===== src/rtl/sorted_event_table_top_assert.svh =====
// Assertion macros for the sorted event table, clocked on i_clk and disabled in reset.
`ifndef SORTED_EVENT_TABLE_TOP_ASSERT_SVH
`define SORTED_EVENT_TABLE_TOP_ASSERT_SVH
`ifndef SYNTHESIS
`define SEVT_ASSERT_IMP(label, ante, cons) \
    label: assert property (@(posedge i_clk) disable iff (!i_rst_n) (ante) |-> (cons)) \
        else $error("sorted event table check failed");
`define SEVT_ASSERT_NEXT(label, ante, cons) \
    label: assert property (@(posedge i_clk) disable iff (!i_rst_n) (ante) |=> (cons)) \
        else $error("sorted event table check failed");
`else
`define SEVT_ASSERT_IMP(label, ante, cons)
`define SEVT_ASSERT_NEXT(label, ante, cons)
`endif
`endif


===== src/rtl/sevt_pkg.sv =====
// Shared types, constants and codes of the sorted event table.
`timescale 1ns / 1ps
package sevt_pkg;

    localparam int DEPTH       = 64;
    localparam int TAG_WIDTH   = 16;
    localparam int ADDR_W      = (DEPTH > 1) ? $clog2(DEPTH) : 1;
    localparam int COUNT_W     = $clog2(DEPTH + 1);
    localparam int EXT_W       = COUNT_W + 1;
    localparam int DATE_W      = 27;
    localparam int TIME_W      = 14;
    localparam int TAG_PORT_W  = 16;
    localparam int HM_W        = 7;
    localparam int STATUS_W    = 3;
    localparam int REQ_W       = 2;

    // Quotient by 100 as a multiplication by a scaled reciprocal; exact for 14-bit times.
    localparam int RECIP_W     = 13;
    localparam int RECIP_SHIFT = 19;
    localparam int PROD_W      = TIME_W + RECIP_W;
    localparam int QUOT_W      = PROD_W - RECIP_SHIFT;
    localparam logic [RECIP_W-1:0] RECIP_100 = 13'd5243;
    localparam logic [TIME_W-1:0]  HUNDRED   = 14'd100;

    localparam logic [REQ_W-1:0] REQ_INSERT = 2'd0;
    localparam logic [REQ_W-1:0] REQ_DELETE = 2'd1;
    localparam logic [REQ_W-1:0] REQ_VIEW   = 2'd2;

    localparam logic [STATUS_W-1:0] ST_ADDED     = 3'd0;
    localparam logic [STATUS_W-1:0] ST_FULL      = 3'd1;
    localparam logic [STATUS_W-1:0] ST_DELETED   = 3'd2;
    localparam logic [STATUS_W-1:0] ST_NOT_FOUND = 3'd3;
    localparam logic [STATUS_W-1:0] ST_ENTRY     = 3'd4;
    localparam logic [STATUS_W-1:0] ST_EMPTY     = 3'd5;

    typedef struct packed {
        logic [DATE_W-1:0]    date;
        logic [TIME_W-1:0]    time_key;
        logic [TAG_WIDTH-1:0] tag;
    } t_entry;

    typedef struct packed {
        logic              we;
        logic [ADDR_W-1:0] waddr;
        t_entry            wdata;
        logic [ADDR_W-1:0] raddr;
    } t_mem_req;

    typedef struct packed {
        logic gt;
        logic eq;
    } t_cmp;

    typedef struct packed {
        logic                valid;
        logic [STATUS_W-1:0] status;
        t_entry              entry;
        logic                last;
    } t_result;

endpackage


===== src/rtl/sevt_cmp.sv =====
// Shared key comparator: orders a stored entry against the request key by date, then time.
`timescale 1ns / 1ps
module sevt_cmp (
    input  sevt_pkg::t_entry i_stored,
    input  sevt_pkg::t_entry i_key,
    output sevt_pkg::t_cmp   o_cmp
);

    logic w_date_eq;

    assign w_date_eq = (i_stored.date == i_key.date);
    assign o_cmp.eq  = w_date_eq && (i_stored.time_key == i_key.time_key);
    assign o_cmp.gt  = (i_stored.date > i_key.date)
                    || (w_date_eq && (i_stored.time_key > i_key.time_key));

endmodule


===== config.mk =====
export PLATFORM = sky130hd
export DESIGN_NAME = sevt_cmp
export DESIGN_NICKNAME = d
export VERILOG_FILES = /design/src/rtl/sorted_event_table_top_assert.svh /design/src/rtl/sevt_pkg.sv /design/src/rtl/sevt_cmp.sv
export SDC_FILE = /design/constraint.sdc
export NUM_CORES = 1
export LEC_CHECK = 0
export ABC_AREA = 1
export CAP_MARGIN = 40
export CORE_MARGIN = 2
export CORE_UTILIZATION = 30
export DETAILED_ROUTE_END_ITERATION = 8
export DONT_BUFFER_PORTS = 1
export PLACE_DENSITY = 0.53
export SLEW_MARGIN = 10
export SYNTH_ARGS = -nofsm -noshare
export SYNTH_HDL_FRONTEND = slang
export SYNTH_SLANG_ARGS = --single-unit
export TNS_END_PERCENT = 10

===== constraint.sdc =====
create_clock -name vclk -period 2
set_input_delay 0.5 -clock vclk [all_inputs]
set_output_delay 0.5 -clock vclk [all_outputs]
set_load 0.02 [all_outputs]

Yosys cells after proc, flatten, opt, wreduce, memory -nomap -nowiden
Index checks and enable logic that the tools add are counted.
{"block": "classes", "order_cmp": 2, "eq_ne": 2, "n_reduce_logical": 3}
{"op": "27-bit == test", "count": 1}
{"op": "27-bit greater-than comparator", "count": 1}
{"op": "14-bit == test", "count": 1}
{"op": "14-bit greater-than comparator", "count": 1}
{"op": "1-bit logical AND", "count": 2}
{"op": "1-bit logical OR", "count": 1}
{"block": "word_totals", "regBits": 0, "in_bits": 114, "output_inout_bits": 2, "wordCells": 7}

Depth between registers and ports, before layout
{"block": "logic_depth", "depth_word": 3, "ltp_mapped": 12, "ltp_nobuf": 12}

Worst setup path after synthesis
Ideal clock, no wire load.
{"block": "synth_path", "kind": "input port to output port", "from": "in i_key[50] in the netlist's numbering", "to": "out o_cmp[0] in the netlist's numbering", "arrival_time_ps": 1699, "required_ps": 1500, "path_slack_ps": -199, "path_stages": 6, "path_buffers": 0, "cell_sequence": "inv_1 -> ha_1 -> nand2_1 -> nor4_1 -> nand2_1 -> nor3_1"}
{"item": "start: declaration", "line_no": "sevt_cmp.sv:5", "text": "input sevt_pkg::t_entry i_key,"}
{"item": "end: declaration", "line_no": "sevt_cmp.sv:6", "text": "output sevt_pkg::t_cmp o_cmp"}

==> results.yml <==
run_status:
  status: "complete, but fails checks"
  violations: "negative setup slack"
critical_path:
  crit_fanout: 3
  path_cells: "inv_1 -> ha_4 -> nand2_4 -> nor3_4 -> nand4_1 -> nor3_4"
  critPathLaunchType: "input pin"
  cp-end-kind: "primary output"
  cp.required_ns: 1.50
  max_stage_delay_ns: 0.30
  crit_type: "in -> out"
  cpMostUsedCell: "nor3_4"
  cp.arrival_ns: 1.59
  slowest_stage: "nor3_4"
detailed_routing:
  remaining_drc_errors: 0
  routedWlPerCell_um: 11.19
  via_per_inst: 4.802
  first_pass_iters: 2
  drt_iter0_drc: 7
  vias: 1258
  drt_wl_total_um: 2932
  postRouteAntennaNets: 0
finish:
  fin_area_um2: 1677
  final_util_pct: 42.22
  area_delta_synth_final_pct: 36.60
  multi_input_area_um2: 1333
  nFillCells: 441
  diodes: 0
  seq_cells: 0
  nets: 369
  n_clock_buffer: 0
  drive_above_1_share_pct: 25.47
  seq_area_um2: 0
die:
  die_y_um: 67.97
  num_io_pins: 116
  fp.coreArea_um2: 3971
  dieArea_um2: 4619
  rows: 23
  start_util_pct: 30.91
  die_w_um: 67.97
power:
  power_leakage_uw: 0.0008859
  p_per_area_nw_per_um2: 196.4
  ir_worst_vdd_v: 0.00007508
sta:
  setup_violations: 2
  period_minus_slack_ns: 2.087
  finalHoldViolCount: 0
  fmax_mhz: 479.3
  tightest_slew_ns: 0.2843
  drv_slew: 0
  slew_headroom_pct: 80.99
  worst_slack_ns: -0.08655
  totalNegativeSetupSlack_ns: -0.1419
  finalCritPeriodShare_pct: 104.3
  rsz0062_at_grt: "true"
synthesis:
  yosysUniqueCellTypes: 18
  yosysWarnings: 0
  syn_area_per_cell_um2: 5.987
  synthesis.nets: 360
  synth_top_area_share_pct: 41.79
  synthCells: 205
  synth-xor-area-share_pct: 0
  synth_top_family_by_area: "adder cells"
  synthAdderAreaFrac_pct: 41.79
  synthTopCellsByArea: "ha_1 42%, inv_1 17%, nand2_1 16%"
  synth_largest_area_cell: "ha_1"
  synth_compound_gate_area_share_pct: 9.888
  synthMuxAreaShare_pct: 0
  synthSimpleGateAreaFrac_pct: 31.50
  synthesis.area_um2: 1227
  ys_seq_area_share_pct: 0
grt:
  antenna_found_initial: 0
  grt_max_degree: 5
  grt_overflow: 0
  grt_first_pass_wirelength_um: 3898
  grt_usage_pct: 10.33
  grt_pass1_vias: 1044
run:
  maxCapViolCount: 0
worst_hold_path:
  hold_path_class: "in -> out"
  worstHoldStart: "i_stored[51]"
  hold_depth: 5
  min_to: "o_cmp[0]"
placed_design:
  placed_area_um2: 1356
  dp_hpwl_um: 2512
  globalplace.congestion: 0.7056
  io_buffers: 0
cts:
  post-cts-setup-buffers: 0
area by class of cell:
class	instances	share of cell area (%)
Tap cell	50	3.731
Timing Repair Buffer	7	3.134
Multi-Input combinational cell	150	79.48
Inverter	55	13.66
cells by family after synthesis:
family / after synthesis
compound gates: 22
buf+inv: 55
simple gates: 87
fa+ha+maj: 41
where the power goes:
part	switching (uW)	internal [uW]	total, uW
clock network	0	0	0
registers	0	0	0
logic	169	160	329
total	169	160	329
metrics by stage:
step           total power (uW)  hold WS, ns  instances  worst slack [ns]
5_1_grt                   383.8        1.493        262           -0.1699
2_1_floorplan             190.3        1.412        205          -0.01793
3_3_place_gp              254.0        1.466        262           -0.1631
3_5_place_dp              255.9        1.472        262           -0.2058
4_1_cts                   268.4        1.476        262           -0.1788
6_report                  329.2        1.461        262          -0.08655
worst max path at each step:
stage | from | to | cells past startpoint | slack (ns)
floorplan | i_key[50] | o_cmp[0] | 6 | -0.02
global placement | i_key[29] | o_cmp[0] | 6 | -0.16
detailed placement | i_key[29] | o_cmp[0] | 6 | -0.21
CTS | i_key[24] | o_cmp[0] | 6 | -0.18
global route | i_key[25] | o_cmp[0] | 6 | -0.17
finish | i_key[29] | o_cmp[0] | 6 | -0.09
layout by cell type (no fill, tap or decap):
master	synthesis	final
a21o_1	2	2
a21o_2	1	1
a21oi_1	14	13
a21oi_2	0	1
and2_1	1	1
buf_4	0	7
ha_1	41	24
ha_4	0	17
inv_1	55	51
inv_12	0	1
inv_2	0	1
inv_4	0	1
inv_8	0	1
nand2_1	51	40
nand2_2	0	8
nand2_4	0	3
nand3_1	4	3
nand3_2	1	2
nand3b_1	1	1
nand4_1	8	8
nor2_1	13	10
nor2_2	2	5
nor3_2	0	1
nor3_4	0	2
nor3b_2	1	1
nor4_2	0	2
o21ai_0	4	4
o21bai_1	1	1
layer usage:
layer	GRT usage, %	vias up	share of wire, %
met1	11.64	546	40
met5	0	-	0
li1	-	667	-
met3	1.316	0	6.7
met4	0	0	0
met2	21.36	45	54
worst max-delay path, delay by kind of cell:
kind,cells,cell delay (ns)
adder cells (fa/ha/maj),1,0.28
buffers and inverters,1,0.04
AND/OR/NAND/NOR,4,0.76
what timing repair did:
action                     4_1_cts  5_1_grt
pin swaps                        9       17
setup endpoints to repair        2        2
hold buffers                     0        0
gates resized for setup         14       38
cells in the mapped netlist:
cell type / count
ha_1: 41
inv_1: 55
nand2_1: 51
a21o_2: 1
nor3_1: 3
nand3_1: 4
nor2_2: 2
nor3b_2: 1
a21oi_1: 14
nand3_2: 1
o21ai_0: 4
o21bai_1: 1
nand4_1: 8
nand3b_1: 1
and2_1: 1
nor2_1: 13
nor4_1: 2
a21o_1: 2
Power figures use the tool's default switching activity.
