==> src/rtl/sorted_event_table_top_assert.svh <==
// Assertion macros for the sorted event table, clocked on i_clk and disabled in reset.
`ifndef SORTED_EVENT_TABLE_TOP_ASSERT_SVH
`define SORTED_EVENT_TABLE_TOP_ASSERT_SVH
`ifndef SYNTHESIS
`define SEVT_ASSERT_IMP(label, ante, cons) \
    label: assert property (@(posedge i_clk) disable iff (!i_rst_n) (ante) |-> (cons)) \
        else $error("sorted event table check failed");
`define SEVT_ASSERT_NEXT(label, ante, cons) \
    label: assert property (@(posedge i_clk) disable iff (!i_rst_n) (ante) |=> (cons)) \
        else $error("sorted event table check failed");
`else
`define SEVT_ASSERT_IMP(label, ante, cons)
`define SEVT_ASSERT_NEXT(label, ante, cons)
`endif
`endif

==> src/rtl/sevt_pkg.sv <==
// Shared types, constants and codes of the sorted event table.
`timescale 1ns / 1ps
package sevt_pkg;

    localparam int DEPTH       = 64;
    localparam int TAG_WIDTH   = 16;
    localparam int ADDR_W      = (DEPTH > 1) ? $clog2(DEPTH) : 1;
    localparam int COUNT_W     = $clog2(DEPTH + 1);
    localparam int EXT_W       = COUNT_W + 1;
    localparam int DATE_W      = 27;
    localparam int TIME_W      = 14;
    localparam int TAG_PORT_W  = 16;
    localparam int HM_W        = 7;
    localparam int STATUS_W    = 3;
    localparam int REQ_W       = 2;

    // Quotient by 100 as a multiplication by a scaled reciprocal; exact for 14-bit times.
    localparam int RECIP_W     = 13;
    localparam int RECIP_SHIFT = 19;
    localparam int PROD_W      = TIME_W + RECIP_W;
    localparam int QUOT_W      = PROD_W - RECIP_SHIFT;
    localparam logic [RECIP_W-1:0] RECIP_100 = 13'd5243;
    localparam logic [TIME_W-1:0]  HUNDRED   = 14'd100;

    localparam logic [REQ_W-1:0] REQ_INSERT = 2'd0;
    localparam logic [REQ_W-1:0] REQ_DELETE = 2'd1;
    localparam logic [REQ_W-1:0] REQ_VIEW   = 2'd2;

    localparam logic [STATUS_W-1:0] ST_ADDED     = 3'd0;
    localparam logic [STATUS_W-1:0] ST_FULL      = 3'd1;
    localparam logic [STATUS_W-1:0] ST_DELETED   = 3'd2;
    localparam logic [STATUS_W-1:0] ST_NOT_FOUND = 3'd3;
    localparam logic [STATUS_W-1:0] ST_ENTRY     = 3'd4;
    localparam logic [STATUS_W-1:0] ST_EMPTY     = 3'd5;

    typedef struct packed {
        logic [DATE_W-1:0]    date;
        logic [TIME_W-1:0]    time_key;
        logic [TAG_WIDTH-1:0] tag;
    } t_entry;

    typedef struct packed {
        logic              we;
        logic [ADDR_W-1:0] waddr;
        t_entry            wdata;
        logic [ADDR_W-1:0] raddr;
    } t_mem_req;

    typedef struct packed {
        logic gt;
        logic eq;
    } t_cmp;

    typedef struct packed {
        logic                valid;
        logic [STATUS_W-1:0] status;
        t_entry              entry;
        logic                last;
    } t_result;

endpackage

==> src/rtl/sevt_mem.sv <==
// Entry store: one write port and one registered read port.
`timescale 1ns / 1ps
module sevt_mem (
    input  logic               i_clk,
    input  sevt_pkg::t_mem_req i_req,
    output sevt_pkg::t_entry   o_rdata
);

    sevt_pkg::t_entry r_mem [sevt_pkg::DEPTH];
    sevt_pkg::t_entry r_rdata;

    always_ff @(posedge i_clk) begin
        if (i_req.we) begin
            r_mem[i_req.waddr] <= i_req.wdata;
        end
    end

    always_ff @(posedge i_clk) begin
        r_rdata <= r_mem[i_req.raddr];
    end

    assign o_rdata = r_rdata;

endmodule

==> config.mk <==
export PLATFORM = sky130hd
export DESIGN_NAME = sevt_mem
export DESIGN_NICKNAME = d
export VERILOG_FILES = /design/src/rtl/sorted_event_table_top_assert.svh /design/src/rtl/sevt_pkg.sv /design/src/rtl/sevt_mem.sv
export SDC_FILE = /design/constraint.sdc
export NUM_CORES = 2
export LEC_CHECK = 0
export BUFFER_PORTS_ARGS = -buffer_cell sky130_fd_sc_hd__buf_2
export CORE_AREA = 5 5 597 599
export DETAILED_ROUTE_END_ITERATION = 16
export DIE_AREA = 0 0 602 604
export GPL_ROUTABILITY_DRIVEN = 1
export HOLD_SLACK_MARGIN = 0.15
export PLACE_DENSITY = 0.52
export SLEW_MARGIN = 20
export SYNTH_ARGS = -nofsm -noshare
export SYNTH_HDL_FRONTEND = slang
export SYNTH_SLANG_ARGS = --single-unit
==> constraint.sdc <==
create_clock -name i_clk -period 8.9 [get_ports i_clk]
set_input_delay 0.445 -clock i_clk [delete_from_list [all_inputs] [get_ports i_clk]]
set_output_delay 0.445 -clock i_clk [all_outputs]
set_load 0.005 [all_outputs]
; Word level (Yosys, flattened, before mapping)
; Memory sizes are Yosys's and may differ from the RTL's. A register that Yosys moved wholly into a read port is not among the register bits.
; Index checks and enable logic that the tools add are counted.
[totals]
ff_bits = 0
latchBits = 0
ram_bits = 3648
rom_bits = 0
input_bits = 71
out_inout_bits = 57
word_cells = 3
n_memories = 1
[mem_list]
columns = memory, depth, width, read_ports, rd_ports_with_merged_regs, write_ports, line
row1 = r_mem, 64, 57, 1, 1, 1, sevt_mem.sv:9  ; sevt_pkg::t_entry r_mem [sevt_pkg::DEPTH];
[op_classes]
add_sub_neg = 0
n_mul = 0
div_mod_pow = 0
magnitude_cmp = 0
n_eq_ne = 0
n_shift = 0
mux = 2
bitwise_logic = 0
n_reduce_logical = 0
[ops]
columns = op, count
row1 = $mux W1, 2

; Logic depth before layout (Yosys ltp)
[depth]
ltp_word = 2
depth_mapped = 10
ltp_nobuf = 5

; Worst setup path after synthesis
; OpenSTA, ideal clock, no wires.
[synth_path]
kind = input -> register
startpoint = in i_req[66] (netlist bit)
endpoint = mem r_mem[48][0] (netlist bit) (enable)
setup_time_ps = 542
t_arrival_ps = 4847
path_slack_ps = 3511
path_stages = 4
path_buffers = 1
cell_sequence = clkbuf_1 -> nor2b_1 -> nand4b_1 -> nor3_1
[synth_rtl]
columns = element, line
row1 = "start, declared", sevt_mem.sv:5  ; input sevt_pkg::t_mem_req i_req,
row2 = "end, declared", sevt_mem.sv:9
; Straight into the memory's write port.

; Final worst setup path
[layout_path]
startpoint = in i_req[65] (netlist bit)
endpoint = mem r_mem[31][0] (netlist bit) (enable)
; Straight into the memory's write port.

==> flow_summary_export.csv <==
group,metric,value,unit
sta,hold_violations,0,
critical_path,ff2ff_path_depth,5,
logic_synthesis,avgSynthCellArea,24.22,um2
logic_synthesis,synth_mux_area_share,17.07,%
logic_synthesis,synthXorXnorAreaFrac,0,%
routing,routed_via_density,5.996,
sta,fin_crit_sh,42.14,%
global_routing,grt_pass1_vias,67730,
floorplanning,dieWidth,602,um
logic_synthesis,synthFlopType,"edfxtp_1",
logic_synthesis,ys_seq_area_share,79.33,%
layout,area_growth,14.28,%
floorplanning,start_util,39.78,%
routing,post_drt_wl_per_cell,36.47,um
floorplanning,core-area,0.3508,mm2
sta,finalSetupViolations,0,
critical_path,worst-path-max-fanout,27,
logic_synthesis,synth_compound_area_share,1.545,%
clock_network,cts-resized-gates,0,
routing,drc_errors,0,
floorplanning,die-area,0.3636,mm2
floorplanning,die_h,604,um
sta,tightest_slew,1.189,ns
sta,min_period,3.751,ns
logic_synthesis,post-synth-top-area-cell,"edfxtp_1",
critical_path,critPathTopFamily,"buffers and inverters",
critical_path,r2r_start,"r_mem[58][50]",
sta,fmax,0.2666,GHz
sta,skew,0.03211,ns
logic_synthesis,synth-adder-area-share,0,%
sta,max_slew_margin,20.72,%
status,status,"finished, final reports clean",
critical_path,arrival,4.31,ns
layout,drive_gt1_share,30.44,%
sta,tns,0,ns
routing,firstDrtPassIters,5,
sta,rsz0062_at_grt,"no",
global_routing,gr-total-overflow,0,
critical_path,critPathMostFrequentCell,"buf_4",
placement,gp_congestion,0.7370,
clock_network,htreeDepth,5,
routing,wl,406200,um
routing,drtIter0Drc,7188,
min_path,hp-start,"i_req[57]",
logic_synthesis,synth_common_cells,"edfxtp_1, mux4_2, o22ai_1",
global_routing,grt_first_pass_wirelength,561400,um
clock_network,insertion_delay,0.94,ns
logic_synthesis,syn-cell-area,0.1395,mm2
min_path,holdCritPathClass,"input pin to register",
critical_path,cp-start-kind,"input pin",
critical_path,cpPeakStageDelay,0.89,ns
clock_network,clockBufferDepth,4,
logic_synthesis,synth-simple-area-share,0.8582,%
layout,nNetsFinal,6260,
logic_synthesis,ys_types,37,
critical_path,end_kind,"register",
sta,whs,0.1953,ns
floorplanning,rows,218,
critical_path,cp.required,9.46,ns
global_routing,grt_usage,21.99,%
critical_path,r2r_end,"o_rdata[50]",
logic_synthesis,yosysMostFrequentCell,"edfxtp_1",
routing,vias,66790,
sta,slew_violations,0,
logic_synthesis,synth_area_leaders,"edfxtp_1, mux4_2, dfxtp_1",
routing,drtAntennaViolNets,0,
global_routing,antenna_found_initial,29,
critical_path,worst-setup-path-type,"input pin to register",
pwr,leakagePower,49.24,nW
logic_synthesis,synthCells,5760,
clock_network,holdBufCountCts,5,
min_path,whs_path_depth,2,
run,cap_viol_max_count,0,
logic_synthesis,yosys_warnings,0,
logic_synthesis,ys_ff_latch,3705,
clock_network,clock-sinks,3705,
clock_network,post_cts_buffers,0,
clock_network,clk_pin_slew,0.06,ns
layout,fillers,29140,
clock_network,cts_tree,"built",
placement,io_buffers,127,
logic_synthesis,synth-async-reset-ratio,0,%
placement,hpwl,209600,um
pwr,ir_drop,166.9,uV
clock_network,clockRootBuffer,"clkbuf_16",
critical_path,cp_num_buf_inv,4,
critical_path,crit_chain,"dlygate4sd3_1 > buf_2 > nand4_1 > nor2_4 > buf_4 > buf_4",
global_routing,grt_max_degree,118,
logic_synthesis,syn_nets,5831,
floorplanning,io_pins,128,
pwr,powerDensity,232.9,mW/mm2
logic_synthesis,synth_edf_count,3648,
logic_synthesis,synth_top_family_by_area,"multiplexers",
critical_path,slowest_stage,"nor2_4",
critical_path,rrSetupSlack,6.72,ns
clock_network,cts_buffers,391,
logic_synthesis,yosys.area.top_type_share,78.51,%
min_path,min_delay_worst_endpoint,"r_mem[52][51]",
through the flow:
step	util (%)	power [W]	cell area, um2	std cells	setup WS, ns
finish	45.46	0.03713	159500	11140	5.149
global placement	41.75	0.02143	146400	10380	4.505
global route	45.46	0.03829	159400	11140	5.109
detailed placement	41.75	0.02145	146500	10380	4.505
CTS	45.35	0.03746	159100	11110	5.248
floorplan	-	0.02066	139500	5760	3.511
cells in the final DEF (no fill, tap or decap), types with 20 or more instances in the layout:
master,count
nor2_4,62
nand2_1,73
mux4_2,998
mux2i_1,87
clkbuf_16,400
clkbuf_1,116
nor2_1,79
buf_2,96
a21oi_1,38
clkinv_1,60
dlygate4sd3_1,33
nand3_1,20
o22ai_1,171
dfxtp_1,57
clkbuf_8,22
a31oi_1,28
buf_4,200
o21ai_0,28
edfxtp_1,3648
clkinv_2,60
o221ai_1,25
mux2_2,42
bufinv_16,31
report_power, final:
part	leakage, nW	internal [W]	switching [W]
clock	6.12	0.00934	0.00672
combinational	9.82	0.000638	0.00102
sequential	33.3	0.0193	0.0000890
total	49.2	0.0293	0.00783
kinds of logic after synthesis:
logic type / count (synthesis)
DFF: 3705
muxes: 1127
AOI/OAI and AO/OA: 330
buffers and inverters: 316
and+or+nand+nor: 282
worst register-to-register path: cells and delay by family (launching register included):
family | cells | cell delay (ns)
AO/OA/AOI/OAI | 3 | 1.01
multiplexers | 1 | 0.47
AND/OR/NAND/NOR | 1 | 0.19
flip-flops | 1 | 0.36
layer usage:
layer	up-vias	part of all wire, %	GRT usage [%]
li1	25840	-	-
met1	37670	43	31.66
met2	2670	49	35.96
met3	600	6.1	2.830
met4	10	2.5	5.365
met5	-	0.015	0
flip-flops by register name, summed over array words and instances (netlist names):
register	count
r_mem	3648
o_rdata	57
area by class of cell:
cell class              count  area [um2]  share of cell area, %
clock inverters           180        1809                  1.135
diodes                      5       12.51               0.007847
flip-flops and latches   3705      110700                  69.42
clock buffers             538       10750                  6.740
repair buffers            351        2729                  1.711
well taps                4620        5781                  3.625
multi-input cells        1739       27680                  17.36
inverters                   1       8.758               0.005493
worst max-delay path by stage:
| stage | start | endpoint | slack (ns) | depth (start not counted) |
|---|---|---|---|---|
| 2_1_floorplan | i_req[66] | r_mem[48][0] | 3.51 | 4 |
| 3_5_place_dp | i_req[2] | o_rdata[50] | 4.51 | 8 |
| 5_1_grt | i_req[65] | r_mem[31][45] | 5.11 | 6 |
| 4_1_cts | i_req[65] | r_mem[31][46] | 5.25 | 6 |
| 6_report | i_req[65] | r_mem[31][0] | 5.15 | 6 |
| 3_3_place_gp | i_req[2] | o_rdata[50] | 4.51 | 8 |
Power figures use the tool's default switching activity.
