### src/rtl/sorted_event_table_top_assert.svh
// Assertion macros for the sorted event table, clocked on i_clk and disabled in reset.
`ifndef SORTED_EVENT_TABLE_TOP_ASSERT_SVH
`define SORTED_EVENT_TABLE_TOP_ASSERT_SVH
`ifndef SYNTHESIS
`define SEVT_ASSERT_IMP(label, ante, cons) \
    label: assert property (@(posedge i_clk) disable iff (!i_rst_n) (ante) |-> (cons)) \
        else $error("sorted event table check failed");
`define SEVT_ASSERT_NEXT(label, ante, cons) \
    label: assert property (@(posedge i_clk) disable iff (!i_rst_n) (ante) |=> (cons)) \
        else $error("sorted event table check failed");
`else
`define SEVT_ASSERT_IMP(label, ante, cons)
`define SEVT_ASSERT_NEXT(label, ante, cons)
`endif
`endif

### src/rtl/sevt_pkg.sv
// Shared types, constants and codes of the sorted event table.
`timescale 1ns / 1ps
package sevt_pkg;

    localparam int DEPTH       = 64;
    localparam int TAG_WIDTH   = 16;
    localparam int ADDR_W      = (DEPTH > 1) ? $clog2(DEPTH) : 1;
    localparam int COUNT_W     = $clog2(DEPTH + 1);
    localparam int EXT_W       = COUNT_W + 1;
    localparam int DATE_W      = 27;
    localparam int TIME_W      = 14;
    localparam int TAG_PORT_W  = 16;
    localparam int HM_W        = 7;
    localparam int STATUS_W    = 3;
    localparam int REQ_W       = 2;

    // Quotient by 100 as a multiplication by a scaled reciprocal; exact for 14-bit times.
    localparam int RECIP_W     = 13;
    localparam int RECIP_SHIFT = 19;
    localparam int PROD_W      = TIME_W + RECIP_W;
    localparam int QUOT_W      = PROD_W - RECIP_SHIFT;
    localparam logic [RECIP_W-1:0] RECIP_100 = 13'd5243;
    localparam logic [TIME_W-1:0]  HUNDRED   = 14'd100;

    localparam logic [REQ_W-1:0] REQ_INSERT = 2'd0;
    localparam logic [REQ_W-1:0] REQ_DELETE = 2'd1;
    localparam logic [REQ_W-1:0] REQ_VIEW   = 2'd2;

    localparam logic [STATUS_W-1:0] ST_ADDED     = 3'd0;
    localparam logic [STATUS_W-1:0] ST_FULL      = 3'd1;
    localparam logic [STATUS_W-1:0] ST_DELETED   = 3'd2;
    localparam logic [STATUS_W-1:0] ST_NOT_FOUND = 3'd3;
    localparam logic [STATUS_W-1:0] ST_ENTRY     = 3'd4;
    localparam logic [STATUS_W-1:0] ST_EMPTY     = 3'd5;

    typedef struct packed {
        logic [DATE_W-1:0]    date;
        logic [TIME_W-1:0]    time_key;
        logic [TAG_WIDTH-1:0] tag;
    } t_entry;

    typedef struct packed {
        logic              we;
        logic [ADDR_W-1:0] waddr;
        t_entry            wdata;
        logic [ADDR_W-1:0] raddr;
    } t_mem_req;

    typedef struct packed {
        logic gt;
        logic eq;
    } t_cmp;

    typedef struct packed {
        logic                valid;
        logic [STATUS_W-1:0] status;
        t_entry              entry;
        logic                last;
    } t_result;

endpackage

### src/rtl/sevt_out.sv
// Result output stage: splits the time into hours and minutes over two registered steps.
`timescale 1ns / 1ps
module sevt_out (
    input  logic                                i_clk,
    input  logic                                i_rst_n,
    input  sevt_pkg::t_result                   i_res,
    output logic                                o_strobe,
    output logic [sevt_pkg::STATUS_W-1:0]       o_status,
    output logic [sevt_pkg::DATE_W-1:0]         o_entry_date,
    output logic [sevt_pkg::TIME_W-1:0]         o_entry_time,
    output logic [sevt_pkg::HM_W-1:0]           o_entry_hours,
    output logic [sevt_pkg::HM_W-1:0]           o_entry_minutes,
    output logic [sevt_pkg::TAG_PORT_W-1:0]     o_entry_tag,
    output logic                                o_last
);

    logic                             r_s1_valid;
    logic [sevt_pkg::STATUS_W-1:0]    r_s1_status;
    sevt_pkg::t_entry                 r_s1_entry;
    logic                             r_s1_last;
    logic [sevt_pkg::QUOT_W-1:0]      r_quot;
    logic [sevt_pkg::PROD_W-1:0]      w_prod;
    logic [sevt_pkg::TIME_W-1:0]      w_rem;

    assign w_prod = sevt_pkg::PROD_W'(i_res.entry.time_key)
                  * sevt_pkg::PROD_W'(sevt_pkg::RECIP_100);

    // The remainder stays below 100, so the low bits carry it exactly.
    assign w_rem = r_s1_entry.time_key
                 - sevt_pkg::TIME_W'(r_quot) * sevt_pkg::HUNDRED;

    always_ff @(posedge i_clk) begin
        if (!i_rst_n) begin
            r_s1_valid <= 1'b0;
            o_strobe   <= 1'b0;
        end else begin
            r_s1_valid <= i_res.valid;
            o_strobe   <= r_s1_valid;
        end
    end

    always_ff @(posedge i_clk) begin
        r_s1_status     <= i_res.status;
        r_s1_entry      <= i_res.entry;
        r_s1_last       <= i_res.last;
        r_quot          <= w_prod[sevt_pkg::PROD_W-1:sevt_pkg::RECIP_SHIFT];
        o_status        <= r_s1_status;
        o_entry_date    <= r_s1_entry.date;
        o_entry_time    <= r_s1_entry.time_key;
        o_entry_hours   <= sevt_pkg::HM_W'(r_quot);
        o_entry_minutes <= sevt_pkg::HM_W'(w_rem);
        o_entry_tag     <= sevt_pkg::TAG_PORT_W'(r_s1_entry.tag);
        o_last          <= r_s1_last;
    end

endmodule

### config.mk
export PLATFORM = sky130hd
export DESIGN_NAME = sevt_out
export DESIGN_NICKNAME = d
export VERILOG_FILES = /design/src/rtl/sorted_event_table_top_assert.svh /design/src/rtl/sevt_pkg.sv /design/src/rtl/sevt_out.sv
export SDC_FILE = /design/constraint.sdc
export NUM_CORES = 1
export LEC_CHECK = 0
export BUFFER_PORTS_ARGS = -buffer_cell sky130_fd_sc_hd__buf_2
export CAP_MARGIN = 20
export CORE_UTILIZATION = 40
export CTS_CLUSTER_SIZE = 25
export DETAILED_ROUTE_END_ITERATION = 8
export GPL_TIMING_DRIVEN = 0
export SLEW_MARGIN = 40
export SYNTH_ARGS = -nofsm -noshare
export SYNTH_HDL_FRONTEND = slang
export SYNTH_SLANG_ARGS = --single-unit
### constraint.sdc
create_clock -name i_clk -period 10.8 [get_ports i_clk]
set_input_delay 2.16 -clock i_clk [delete_from_list [all_inputs] [get_ports i_clk]]
set_output_delay 2.16 -clock i_clk [all_outputs]
set_load 0.1 [all_outputs]
# Yosys cells after proc, flatten, opt, wreduce, memory -nomap -nowiden
# Index checks and enable logic that the tools add are counted.
# op_classes
n_mux	0
n_div	0
n_shift	0
n_mul	2
eq_ne	0
add_sub_neg	1
bitwise	0
magnitude_cmp	0
reduce_logical	0
# ops
op	n
$mul A14 B13 Y27 const B	1
$mul A8 B5 Y5 const B	1
$sub A7 B7 Y7	1
# totals
regBits	146
memories	0
latch_bits	0
in_bits	64
mem_bits_ro	0
ramBits	0
output_inout_bits	76
elab_cells	18

# Depth between registers and ports, before layout
# Gate-level depths: netlist of the first run.
# logic_depth
ltp_word	2
depth_mapped	16
ltp_nobuf	16

# Least setup slack after synthesis of the first run
# Ideal clock, no wire load.
# synth_path
kind	input port to flip-flop
startpoint	in i_res[27] (netlist bit)
endpoint	reg r_quot[3] (netlist bit)
setup_ps	119
t_arrival_ps	5891
path_stages	16
n_path_buf	0
required_time_ps	10681
setup_slack_ps	4790
cell_sequence	fa_1 > ha_1 > inv_1 > fa_1 > inv_1 > fa_1 > inv_1 > fa_1 > inv_1 > ha_1 > and3_1 > and4_1 > nand4_1 > o211ai_4 > o22ai_1 > xnor2_1
# synth_via
elab_chain_cells	1
# synth_lines
item	line	rtl
start, declared	sevt_out.sv:6	input sevt_pkg::t_result i_res,
$mul A14 B13 Y27	sevt_out.sv:26	* sevt_pkg::PROD_W'(sevt_pkg::RECIP_100);
named net w_prod, one bit	sevt_out.sv:22	logic [sevt_pkg::PROD_W-1:0] w_prod;
end signal, assigned	sevt_out.sv:46	r_quot <= w_prod[sevt_pkg::PROD_W-1:sevt_pkg::RECIP_SHIFT];
end, declared	sevt_out.sv:21	logic [sevt_pkg::QUOT_W-1:0] r_quot;
# The timed path passes the listed nets, and every way through them passes these cells.
# A chain may end at the register's enable or synchronous reset.

# Worst setup path in the final report of the first run
# layout_path
startpoint	in i_res[28] (netlist bit)
endpoint	reg r_quot[3] (netlist bit)
# Same word-level chain as after synthesis.

==> summary.txt, run 1 <==
Synth-to-layout area growth -> 25.0%
Clk Latency, worst-skew pair -> 0.40 ns
Die Span X -> 129 um
Routed Antenna Nets -> 0
Status -> finished clean
Mean Syn Cell Area -> 12.9 sq um
Placeable Area -> 0.0154 sq mm
Nets -> 882
Pins Over Slew Limit -> 0
Rel. slew slack -> 66.0%
Reg-to-reg slack, setup -> 9.31 ns
Min Tclk post-route -> 6.14 ns
Hold_ws -> 0.315 ns
First-pass GRT wire length -> 20.1 mm
Simple-gate share of the synthesized area -> 2.78%
Mux contribution to synthesized area -> 0.175%
Highest clock rate -> 163 MHz
CP endpoint kind -> register
FFs w/ async S/R, synth -> 0%
Initial core utilization -> 41.6%
Synthesized instance count -> 498
N_diodes -> 0
Via Count -> 3916
Worst Setup SP -> i_res[28]
Cts repair resizes -> 0
RSZ-0062 raised after global routing -> no
Largest net degree at the start of global routing -> 17
Final setup viols -> 0
Worst-Margin Slew -> 0.513 ns
Root buf cell -> clkbuf_16
EDFF count, synth -> 0
Crit path max fanout -> 8
FILL cells -> 1352
Synthesized Nets -> 724
Placed cells -> 848
XOR/XNOR share of the synthesized area -> 2.18%
Via-to-Cell Ratio -> 4.45
Cts bufs inserted -> 17
GRT overflow -> 0
Register-to-Register Path Depth -> 6
Detailed Place HPWL -> 10.3 mm
Clock-pin slew of the registers on the worst-case setup and hold paths -> 0.06 ns
Pre-CTS setup slack -> 4.23 ns
Hold Buf Count CTS -> 0
Post-CTS Setup Bufs -> 0
Cell Area, Synth -> 0.00642 sq mm
Vert. Die Dim -> 129 um
Post-route clock period utilization -> 56.8%
Sequential area share after synthesis -> 44.6%
TritonRoute pass-1 iters -> 4
Clock Skew -> 0.0100 ns
Max-cap violation count -> 0
PnR worst setup slack -> 4.66 ns
Num ports -> 140
CP required -> 11.08 ns
CTS tree -> yes
Max rail drop VDD -> 0.150 mV
Row count -> 45
Post-DR wirelength/cell -> 14.2 um
Setup crit start kind -> input pin
Worst Min Path Start -> r_s1_entry[46]$_DFF_P_
Post-Synth Adder-Cell Area -> 38.9%
#FFs+latches synth -> 143
Worst setup endpoint -> r_quot[3]$_DFF_P_
Most frequent cells in the layout -> dfxtp_1 (143), buf_2 (139), inv_1 (105)
Post-Layout Cell Count -> 880
Synth unique cells -> 38
Count of warnings emitted by yosys -> 0
Crit Reg-Reg Endpoint -> o_entry_minutes[6]$_DFF_P_
Synth Flop Type -> dfxtp_1
Die Area -> 0.0166 sq mm
Hold Crit Class -> register to register
Leakage power -> 4.15 nW
Post-Route WL -> 12.5 mm
Hold Path Cell Cnt -> 0
Clk sinks -> 143
FF-to-FF Start -> r_quot[0]$_DFF_P_
Routability cong. -> 0.832
Compound-Gate Fraction of Synth Area -> 5.02%
Main combinational cell family by area after synthesis -> adder cells
Final setup TNS -> 0 ns
Fin. Hold Viols -> 0
Initial antenna violation count -> 0
Clock Tree Buf Depth -> 2
Gr usage total -> 16.1%
Commonest non-fill, non-tap cell in the layout -> dfxtp_1
Layout cells sized above 1 -> 27.4%
Core Util, Final -> 52.0%
Power Density -> 294 mW/mm^2
CP Class -> input pin to register
CTS H-tree depth -> 4
CP arrival -> 6.41 ns
IO Port Bufs -> 139
Number of remaining DRC errors -> 0
Vias in the first global route -> 4177
DRT iter0 DRCs -> 86
stage by stage:
stage	power [mW]	area (sq um)
final	2.36	8030
after global routing	2.54	8030
after CTS	2.39	8030
after detailed placement	1.77	7380
after global placement	1.74	7380
after floorplan	1.53	6420
logic make-up (layout without fill, tap and decap cells):
| group | after synthesis | count (layout) |
|---|---|---|
| buf+inv | 107 | 278 |
| xor+xnor | 16 | 16 |
| compound gates | 36 | 36 |
| simple gates | 33 | 33 |
| flops | 143 | 143 |
| mux | 1 | 1 |
| fa+ha+maj | 162 | 162 |
layer usage:
layer | up-vias | routed length, um | global-route usage, %
met1 | 1872 | 5160 | 17.8
met5 | - | 0 | 0
li1 | 1899 | - | -
met3 | 11 | 888 | 4.41
met4 | 0 | 174 | 5.40
met2 | 134 | 6290 | 29.9
flip-flops by register name, summed over array words and instances, names as in the netlist, 3 cells and up:
signal	flops
o_status	3
o_entry_hours	7
r_s1_entry	57
o_entry_tag	16
o_entry_date	27
o_entry_minutes	7
r_s1_status	3
r_quot	7
o_entry_time	12
power breakdown:
| part | total, mW | internal, mW | switching, mW |
|---|---|---|---|
| Sequential | 0.616 | 0.594 | 0.0219 |
| Combinational | 1.13 | 0.393 | 0.739 |
| Clock | 0.613 | 0.397 | 0.216 |
| Total | 2.36 | 1.38 | 0.976 |
area by class of cell:
cell class | count | area [sq um] | share of cell area (%)
Tap cell | 211 | 264 | 3.29
Inverter | 105 | 394 | 4.91
Buffer | 2 | 15.0 | 0.187
Sequential cell | 143 | 2860 | 35.7
Clock buffer | 18 | 439 | 5.47
Clock inverter | 14 | 205 | 2.56
Timing Repair Buffer | 139 | 696 | 8.66
Multi-Input combinational cell | 248 | 3150 | 39.3
synthesized netlist by cell type (2+ instances only):
cell / number / area share (%)
nor2_1: 8 / 0.47
ha_1: 99 / 19
nor3_1: 2 / 0.16
o21ai_0: 3 / 0.23
nand2_1: 3 / 0.18
a21o_1: 8 / 0.93
xnor2_1: 16 / 2.2
buf_4: 2 / 0.23
dfxtp_1: 143 / 45
a21oi_1: 10 / 0.78
inv_1: 105 / 6.1
fa_1: 63 / 20
and4_1: 2 / 0.27
and2_1: 3 / 0.29
nand3_1: 2 / 0.16
nand4_1: 4 / 0.39
and3_1: 4 / 0.39
worst min path at each step:
| stage | end | slack (ns) |
|---|---|---|
| after floorplan | o_entry_date[0]$_DFF_P_ | 0.31 |
| after global placement | o_entry_tag[1]$_DFF_P_ | 0.31 |
| after detailed placement | o_entry_date[10]$_DFF_P_ | 0.31 |
| after CTS | o_entry_date[16]$_DFF_P_ | 0.32 |
| after global routing | o_status[1]$_DFF_P_ | 0.32 |
| final | o_entry_date[16]$_DFF_P_ | 0.31 |
worst max-delay path: stages:
cell	delay, ns
buf_2	0.25
fa_1	0.48
ha_1	0.29
inv_1	0.05
fa_1	0.48
inv_1	0.05
fa_1	0.52
inv_1	0.05
fa_1	0.53
inv_1	0.04
ha_1	0.27
and3_1	0.17
and4_1	0.26
nand4_1	0.15
o211ai_4	0.33
o22ai_1	0.16
xnor2_1	0.16
Note: power is estimated with default switching activity, not from simulation.
==> inputs of run 2 (changes only) <==
- ABC_AREA: not set -> 1
- clock period: 10.8 -> 5.42 ns (I/O delays scaled with it)
==> run 2 against run 1 <==
Compared with the run above: synthesized cell count up 25%; global-route usage grew 1.3 points; highest routed layer unchanged; sequential cell count stayed put; wire length increased by 14%; first-iteration DRC count is 45% higher; clock-buffer cell count down 1; combinational power increased by 140%; total power grew 120%; synthesized area grew 5.7%; setup slack worse by 4.1 ns.
==> summary.txt, run 2 <==
CP arrival -> 5.13 ns (was 6.41 ns)
Most crowded layer after global routing -> met2 (unchanged)
Post-DR wirelength/cell -> 14.1 um (was 14.2 um)
Cell Area, Synth -> 0.00679 sq mm (was 0.00642 sq mm)
Synth top area share -> 42.2% (was 44.6%)
Slowest CP cell -> fa_1 (unchanged)
EDFF count, synth -> 0 (unchanged)
Die Area -> 0.0175 sq mm (was 0.0166 sq mm)
Cts repair resizes -> 0 (unchanged)
Hold Crit Class -> register to register (unchanged)
Most frequent cells in the layout -> dfxtp_1 (143), buf_2 (139), inv_1 (126) (was dfxtp_1 (143), buf_2 (139), inv_1 (105))
Worst Min Path Start -> r_s1_entry[35]$_DFF_P_ (was r_s1_entry[46]$_DFF_P_)
CP Class -> input pin to register (unchanged)
GRT overflow -> 0 (unchanged)
Synthesized Nets -> 847 (was 724)
Clk sinks -> 143 (unchanged)
GR Layer Usage met1 -> 21.1% (was 17.8%)
Crit path max fanout -> 5 (was 8)
Via Count -> 4511 (was 3916)
Setup crit start kind -> input pin (unchanged)
Count of warnings emitted by yosys -> 0 (unchanged)
Die Span X -> 132 um (was 129 um)
Final setup viols -> 0 (unchanged)
Hold Buf Count CTS -> 0 (unchanged)
Critical Path Max Stage Delay -> 0.56 ns (was 0.53 ns)
Commonest non-fill, non-tap cell in the layout -> dfxtp_1 (unchanged)
Clock Tree Buf Depth -> 2 (unchanged)
Met3 Usage GRT -> 4.77% (was 4.41%)
CTS tree -> yes (unchanged)
Max-cap violation count -> 0 (unchanged)
Cells along the critical path -> buf_2, inv_1, fa_1, inv_1, ha_1, fa_1, fa_1, inv_1, fa_1, inv_1, ha_1, a21oi_1, nor2_1, nor2_1, nor2_1, nor2_1, nand2_1, nand2_1, nand2_1 (was buf_2, fa_1, ha_1, inv_1, fa_1, inv_1, fa_1, inv_1, fa_1, inv_1, ha_1, and3_1, and4_1, nand4_1, o211ai_4, o22ai_1, xnor2_1)
Worst Setup SP -> i_res[22] (was i_res[28])
Min Tclk post-route -> 4.85 ns
Clk Latency, worst-skew pair -> 0.42 ns (was 0.40 ns)
Top reg by flops -> r_s1_entry (unchanged)
Compound-Gate Fraction of Synth Area -> 3.32% (was 5.02%)
Synth unique cells -> 31 (was 38)
Mean Syn Cell Area -> 10.9 sq um (was 12.9 sq um)
Initial antenna violation count -> 0 (unchanged)
Number of remaining DRC errors -> 0 (unchanged)
Post-Synth Adder-Cell Area -> 36.8% (was 38.9%)
First-pass GRT wire length -> 23.4 mm (was 20.1 mm)
Fin. Hold Viols -> 0 (unchanged)
CTS H-tree depth -> 4 (unchanged)
TritonRoute pass-1 iters -> 4 (unchanged)
Pins Over Slew Limit -> 0 (unchanged)
Rel. slew slack -> 63.7% (was 66.0%)
#FFs+latches synth -> 143 (unchanged)
DRT iter0 DRCs -> 125 (was 86)
Mux contribution to synthesized area -> 0% (was 0.175%)
Highest clock rate -> 206 MHz
Clock-pin slew of the registers on the worst-case setup and hold paths -> 0.07 ns (was 0.06 ns)
Largest registers -> r_s1_entry x57, o_entry_date x27, o_entry_tag x16 (unchanged)
Power Density -> 620 mW/mm^2 (was 294 mW/mm^2)
GR Util met2 -> 29.6% (was 29.9%)
Synth Flop Type -> dfxtp_1 (unchanged)
Post-CTS Setup Bufs -> 0 (unchanged)
PnR worst setup slack -> 0.566 ns (was 4.66 ns)
Synth top area cells -> dfxtp_1 (42%), fa_1 (19%), ha_1 (18%) (was dfxtp_1 (45%), fa_1 (20%), ha_1 (19%))
Vias in the first global route -> 4765 (was 4177)
Routability cong. -> 0.904 (was 0.832)
Simple-gate share of the synthesized area -> 9.19% (was 2.78%)
Root buf cell -> clkbuf_16 (unchanged)
XOR/XNOR share of the synthesized area -> 1.16% (was 2.18%)
Area leader, netlist -> dfxtp_1 (unchanged)
Num ports -> 140 (unchanged)
N_diodes -> 0 (unchanged)
Routed Antenna Nets -> 0 (unchanged)
Nets -> 1005 (was 882)
FF-to-FF Start -> r_quot[0]$_DFF_P_ (unchanged)
Core Util, Final -> 50.5% (was 52.0%)
Final setup TNS -> 0 ns (unchanged)
Detailed Place HPWL -> 11.7 mm (was 10.3 mm)
CP bufs+invs -> 5 (unchanged)
Synthesized instance count -> 621 (was 498)
Status -> finished clean (unchanged)
Sequential area share after synthesis -> 42.2% (was 44.6%)
Leakage power -> 4.41 nW (was 4.15 nW)
Clock Skew -> 0.0107 ns (was 0.0100 ns)
Post-Route WL -> 14.2 mm (was 12.5 mm)
Pwr Total -> 5.19 mW (was 2.36 mW)
Cts bufs inserted -> 17 (unchanged)
Vert. Die Dim -> 132 um (was 129 um)
Worst-Margin Slew -> 0.538 ns (was 0.513 ns)
FILL cells -> 1515 (was 1352)
Layout cells sized above 1 -> 24.0% (was 27.4%)
Max reg flops -> 57 (unchanged)
Via-to-Cell Ratio -> 4.46 (was 4.45)
Max rail drop VDD -> 0.491 mV (was 0.150 mV)
Synth-to-layout area growth -> 23.4% (was 25.0%)
IO Port Bufs -> 139 (unchanged)
Row count -> 47 (was 45)
Count leader, synth -> dfxtp_1 (unchanged)
Commonest cells in the synthesized netlist -> dfxtp_1 (143), inv_1 (126), ha_1 (99), nand2_1 (79), fa_1 (63) (was dfxtp_1 (143), inv_1 (105), ha_1 (99), fa_1 (63), xnor2_1 (16))
Post-route clock period utilization -> 89.6%
Main combinational cell family by area after synthesis -> adder cells (unchanged)
Initial core utilization -> 40.9% (was 41.6%)
FFs w/ async S/R, synth -> 0% (unchanged)
Pre-CTS setup slack -> 0.197 ns (was 4.23 ns)
CP endpoint kind -> register (unchanged)
CP required -> 5.70 ns (was 11.08 ns)
Largest net degree at the start of global routing -> 17 (unchanged)
Gr usage total -> 17.5% (was 16.1%)
Reg-to-reg slack, setup -> 3.75 ns (was 9.31 ns)
Crit-path leading delay family -> adder cells (unchanged)
RSZ-0062 raised after global routing -> no (unchanged)
Placeable Area -> 0.0166 sq mm (was 0.0154 sq mm)
==> run 2: changes by cell type after synthesis, moves of 4 or more <==
cell      delta
nand2_1     +76
inv_1       +21
nor2_1      +13
nand3_1     +11
xnor2_1     -10
a21oi_1      +9
a21o_1       -6
o21bai_1     +6
and3_1       -4
nand4_1      +4
==> run 2: cell families after synthesis <==
| kind of cell | after synthesis |
|---|---|
| AO/OA/AOI/OAI | 39 |
| AND/OR/NAND/NOR | 137 |
| flip-flops | 143 |
| XOR/XNOR | 9 |
| buffers and inverters | 131 |
| adder cells (fa/ha/maj) | 162 |
==> run 2: layout make-up <==
| type | instances | area, sq um | share of cell area [%] |
|---|---|---|---|
| Buffer | 2 | 15.0 | 0.179 |
| Clock buffer | 17 | 425 | 5.08 |
| Clock inverter | 15 | 190 | 2.27 |
| Inverter | 129 | 484 | 5.78 |
| Multi-Input combinational cell | 347 | 3430 | 40.9 |
| Sequential cell | 143 | 2860 | 34.2 |
| Tap cell | 220 | 275 | 3.29 |
| Timing Repair Buffer | 139 | 696 | 8.30 |
==> run 2: layer usage <==
metal / vias up / wire, um
met1: 2091 / 6360
met5: - / 0
li1: 2257 / -
met2: 138 / 6720
met4: 0 / 315
met3: 25 / 850
==> run 2: path summary, 6_finish.rpt <==
check                                                   to  cells after the start
worst min-delay path               o_entry_date[5]$_DFF_P_                      0
worst max register to register  o_entry_minutes[6]$_DFF_P_                      7
worst min register to register     o_entry_date[5]$_DFF_P_                      0
worst max-delay path                     r_quot[0]$_DFF_P_                     19
==> run 2: metrics by stage <==
stage          instances  area, sq um  hold slack (ns)
6_report            1012         8380            0.323
5_1_grt             1012         8380            0.321
4_1_cts             1012         8380            0.322
3_5_place_dp         980         7760            0.312
3_3_place_gp         980         7760            0.310
2_1_floorplan        621         6790            0.310
==> run 2: power by group <==
part	switching (mW)	leakage (nW)	internal (mW)
sequential	0.0429	1.21	1.18
combinational	1.91	2.91	0.854
clock	0.504	0.300	0.704
total	2.46	4.41	2.74
